==> config.mk <==
export PLATFORM = sky130hd
export DESIGN_NAME = ale_cell
export DESIGN_NICKNAME = d
export VERILOG_FILES = /design/src/sv/array_list_engine_macros.svh /design/src/sv/ale_pkg.sv /design/src/sv/ale_cell.sv
export SDC_FILE = /design/constraint.sdc
export NUM_CORES = 1
export LEC_CHECK = 0
export BUFFER_PORTS_ARGS = -buffer_cell sky130_fd_sc_hd__buf_4
export CAP_MARGIN = 10
export CORE_UTILIZATION = 39
export DETAILED_ROUTE_END_ITERATION = 10
export PLACE_DENSITY = 0.76
export SETUP_SLACK_MARGIN = 0.4
export SYNTH_ARGS = -nofsm -noshare
export SYNTH_HDL_FRONTEND = slang
export SYNTH_SLANG_ARGS = --single-unit
==> constraint.sdc <==
create_clock -name clk -period 1.23 [get_ports clk]
set_input_delay 0.0615 -clock clk [delete_from_list [all_inputs] [get_ports clk]]
set_output_delay 0.0615 -clock clk [all_outputs]
set_load 0.05 [all_outputs]
==> src/sv/array_list_engine_macros.svh <==
// assertion helpers shared by the array list engine
`ifndef ARRAY_LIST_ENGINE_MACROS_SVH
`define ARRAY_LIST_ENGINE_MACROS_SVH

// same-cycle implication, checked outside reset
`define ALE_ASSERT_NOW(name, ante, cons) \
  name: assert property (@(posedge clk) disable iff (!rst_n) (ante) |-> (cons)) \
    else $error("array list engine check failed");

// next-cycle implication, checked outside reset
`define ALE_ASSERT_NEXT(name, ante, cons) \
  name: assert property (@(posedge clk) disable iff (!rst_n) (ante) |=> (cons)) \
    else $error("array list engine check failed");

`endif

==> src/sv/ale_pkg.sv <==
`default_nettype none

package ale_pkg;

  // widths of the word fields
  localparam int VALUE_W  = 32;
  localparam int CMD_W    = 2;
  localparam int STATUS_W = 2;
  localparam int POS_W    = 7;
  localparam int FILL_W   = 8;

  // command codes
  localparam logic [CMD_W-1:0] CMD_INSERT = 2'd0;
  localparam logic [CMD_W-1:0] CMD_SEARCH = 2'd1;
  localparam logic [CMD_W-1:0] CMD_DELETE = 2'd2;
  localparam logic [CMD_W-1:0] CMD_NOP    = 2'd3;

  // result status codes
  localparam logic [STATUS_W-1:0] STAT_OK       = 2'd0;
  localparam logic [STATUS_W-1:0] STAT_FULL     = 2'd1;
  localparam logic [STATUS_W-1:0] STAT_EMPTY    = 2'd2;
  localparam logic [STATUS_W-1:0] STAT_NOTFOUND = 2'd3;

  // per-cell update controls
  typedef struct packed {
    logic load;   // take the broadcast key
    logic shift;  // take the right neighbor's value
  } cell_ctrl_t;

endpackage

`default_nettype wire

==> src/sv/ale_cell.sv <==
`default_nettype none

// one list slot: holds a value, compares it with the key, shifts from its neighbor
module ale_cell (
  input  wire                         clk,
  input  wire  ale_pkg::cell_ctrl_t   ctrl,
  input  wire  [ale_pkg::VALUE_W-1:0] key,
  input  wire  [ale_pkg::VALUE_W-1:0] right_value,
  output logic [ale_pkg::VALUE_W-1:0] value,
  output logic                        hit
);
  import ale_pkg::*;

  logic [VALUE_W-1:0] value_r;
  logic [VALUE_W-1:0] value_nxt;

  // load, shift toward the front, or hold
  always_comb begin
    priority if (ctrl.load) begin
      value_nxt = key;
    end else if (ctrl.shift) begin
      value_nxt = right_value;
    end else begin
      value_nxt = value_r;
    end
  end

  always_ff @(posedge clk) begin
    value_r <= value_nxt;
  end

  assign value = value_r;
  assign hit   = (value_r == key);

endmodule

`default_nettype wire

==> summary by stage <==
Yosys
Each instance of the synthesized netlist takes up on average 15.17 µm². Counting instances in the post-synthesis netlist gives the leading cell types as sky130_fd_sc_hd__edfxtp_1, sky130_fd_sc_hd__mux2_2, sky130_fd_sc_hd__xor2_1. The cell area that synthesis handed to floorplanning was approximately 1700 µm². Of the synthesized area, sequential elements account for 0.5655. The dominant cell type by area after synthesis is sky130_fd_sc_hd__edfxtp_1.

By area the synthesized netlist is led by sky130_fd_sc_hd__edfxtp_1, sky130_fd_sc_hd__mux2_2, sky130_fd_sc_hd__xor2_1. The number of nets in the synthesized netlist is roughly 180. Counting flops with a built-in enable in the synthesized netlist gives 32.

The area share of the largest cell type after synthesis is 0.5655. Yosys printed 0 warnings. The count of unique library cells instantiated by Yosys is 9. The proportion of synthesized flip-flops having asynchronous set or reset is 0. The primary flip-flop cell chosen by synthesis mapping is sky130_fd_sc_hd__edfxtp_1. The number of flip-flops and latches in the synthesized netlist is 32. The cell count after synthesis is 112.

Power
The areal power density over the cells is between 1000 and 1500 nW/µm². Overall power consumption after layout is estimated at about 3600 µW. The share of total power consumed by net switching is 0.3226. The clock network fraction of design power is 0.194.

Of the total power, combinational logic draws 0.407. Cell internal power was estimated by the tool at 2468 µW. Of the total power, registers draw 0.399. For this design the static power due to leakage is about 0.0015 µW.

The switching component of the power is approximately 1200 µW. The maximum ir drop on the vdd rail is about 0.75 mV.

STA
The post-route minimum period is 1779 ps. Timing would allow up to 562.2 MHz. In the finished design, the share of the clock period the worst path needs comes to 1.446. Adding up every negative setup slack in the final design gives -548.6 ps.

Setup slack on the critical path of the routed design comes to -548.6 ps. The count of pins over their slew limit is 0. The actual transition at the worst max-transition pin is around 340 ps. In this run the tightest slew margin relative to its limit is 0.7716.

The final-report hold violation count came to 0. Setup repair after global routing could not meet its margin everywhere. The tightest hold margin is ~84 ps.

Setup violations remaining at the end of the flow were counted as 1.

Floorplan
The floorplan step defined a die boundary enclosing ~4600 µm². The horizontal extent of the die is approximately 68 µm. The core region is about 4100 µm². The floorplan has 23 rows.

The starting density of the core is 0.4158. From bottom edge to top edge, the die measures 68.01 µm. The number of top-level pins is 100.

Place
The number of buffers inserted by port buffering is between 90 and 100. Detailed placement ended at an HPWL of 3491 µm. At the end of routability-driven placement, the weighted congestion stood at about 0.72. The post-placement setup slack is -381.5 ps.

Setup path
Along the worst path, the maximum fanout reaches 2. The nature of the critical path startpoint is a register. The master of the slowest instance on the critical path is sky130_fd_sc_hd__edfxtp_1.

The critical path start-end classification is register to primary output. The signal on the critical path passes through xor2_1 -> nor4_2 -> nand4_1 -> nor2_4 -> buf_8. The signal arrival time at the worst endpoint is 1720 ps. Together, buffers and inverters on the worst path number 1. The delay contributed by the slowest stage of the critical path is around 400 ps. The data required time at the worst endpoint is roughly 1200 ps.

The worst setup path is captured at a primary output. The cell family contributing the most delay on the critical path is simple AND/OR/NAND/NOR gates.

Detailed routing
The detailed-route vias per instance is between 4 and 5. The pre-antenna-repair detailed-routing pass consisted of 4 iterations. The number of DRC markers after the initial detailed-route iteration is 29. The highest layer touched by signal routing is met4. The count of unresolved DRC violations after routing is 0. Summed over all nets, wire length on met2 after detailed routing comes to roughly 2400 µm. The number of routed nets with antenna violations is 0.

The routed wire length is roughly 4700 µm. The mean routed wirelength per cell is 16.43 µm. The total vias in the final route is between 1,000 and 1,500. After detailed routing, the met3 layer carries 339 µm of wire. The post-route met1 wirelength is ~1900 µm.

GRT
The via count of the first global-routing pass came to roughly 1,500. The initial antenna violation count is 0. The global-route wire length before repair is between 6000 and 7000 µm. The total grt overflow is 0.

The maximum number of pins on one net before global-route repair is 21. In the global route stage, overall resource usage came out at 0.2130.

Layout
Of the cells placed in the final design, the portion with a size suffix greater than 1 is 0.7071. Relative to the synthesized area, the layout overhead comes to 88.14%. The post-layout net count is a little over 300. The flip-flop count of the largest register, all copies and words added is 32. Fill cells in the final layout number 255. The area occupied by registers is 960.9 µm². The number of antenna diodes in the final layout is 0. In the final layout, the multi-input gates occupy 857.1 µm².

At the end of the flow the core is filled with cells to 0.7823.

Clock network
In this run, CTS created clock tree buffers numbering 5. The clock tree from TritonCTS is done. The H-tree was split into 2 levels.

The cell at the root of the clock tree is sky130_fd_sc_hd__clkbuf_8. Counting along the longest clock path gives a buffer depth of 2. Clock-pin slew was measured on the worst setup and hold paths at ~60 ps.

After clock tree synthesis, the flow added hold-fix buffers numbering 0. The clock sink count is 32.

Status
The flow ran to the end, but the final reports show violations. The checks that failed: negative setup slack.

Job
The max-cap violation count is 0.

Min path
The path class of the tightest hold or removal check is primary input to register.
==> worst paths after layout <==
kind,to,from,cells past startpoint,slack [ps]
hold / removal,value[28],right_value[28],2,80
setup / recovery,hit,value[6],5,-550
==> repair_timing <==
| action | 4_1_cts | 5_1_grt |
|---|---|---|
| setup endpoints to repair | 33 | 33 |
| gates cloned | 0 | 0 |
| resized for setup | 67 | 7 |
| pin swaps | 5 | 2 |
| buffers inserted | 3 | 2 |
==> per-stage QoR <==
step / std cells / cell area [µm²]
detailed placement: 279 / 2801
CTS: 287 / 3149
finish: 289 / 3197
floorplan: 112 / 1863
global route: 289 / 3197
global placement: 279 / 2801
==> per-layer routing <==
layer  vias up  GRT usage
met5         -          0
met4         0     0.1016
met3         7    0.04833
met2        73     0.3713
met1       658     0.2442
li1        672          -
==> placed cells by master (no fill, tap or decap), drive strengths merged <==
master | Yosys | routed
edfxtp | 32 | 32
or2 | 1 | 1
clkbuf | 0 | 5
mux2 | 32 | 32
nand4 | 2 | 2
xor2 | 32 | 32
nor2 | 1 | 1
nor4 | 8 | 8
buf | 4 | 126
==> power groups by stage <==
stage / Clock, µW / Sequential (µW) / Combinational (µW)
floorplan: 0 / 1860 / 303
global placement: 0 / 1440 / 1220
detailed placement: 0 / 1450 / 1240
CTS: 718 / 1450 / 1450
global route: 754 / 1460 / 1560
finish: 707 / 1450 / 1480
==> final cells by class <==
type,instances,share of cell area
repair buffers,126,0.3902
multi-input cells,76,0.2681
well taps,50,0.01957
clock buffers,5,0.02153
flip-flops and latches,32,0.3006
==> cell families (layout without fill, tap and decap cells) <==
family / after synthesis / count (layout) / share of synthesized area
flip-flops: 32 / 32 / 0.5655
buffers and inverters: 4 / 131 / 0.01473
multiplexers: 32 / 32 / 0.2121
AND/OR/NAND/NOR: 12 / 12 / 0.04271
XOR/XNOR: 32 / 32 / 0.1649
Note: power is estimated with default switching activity, not from simulation.
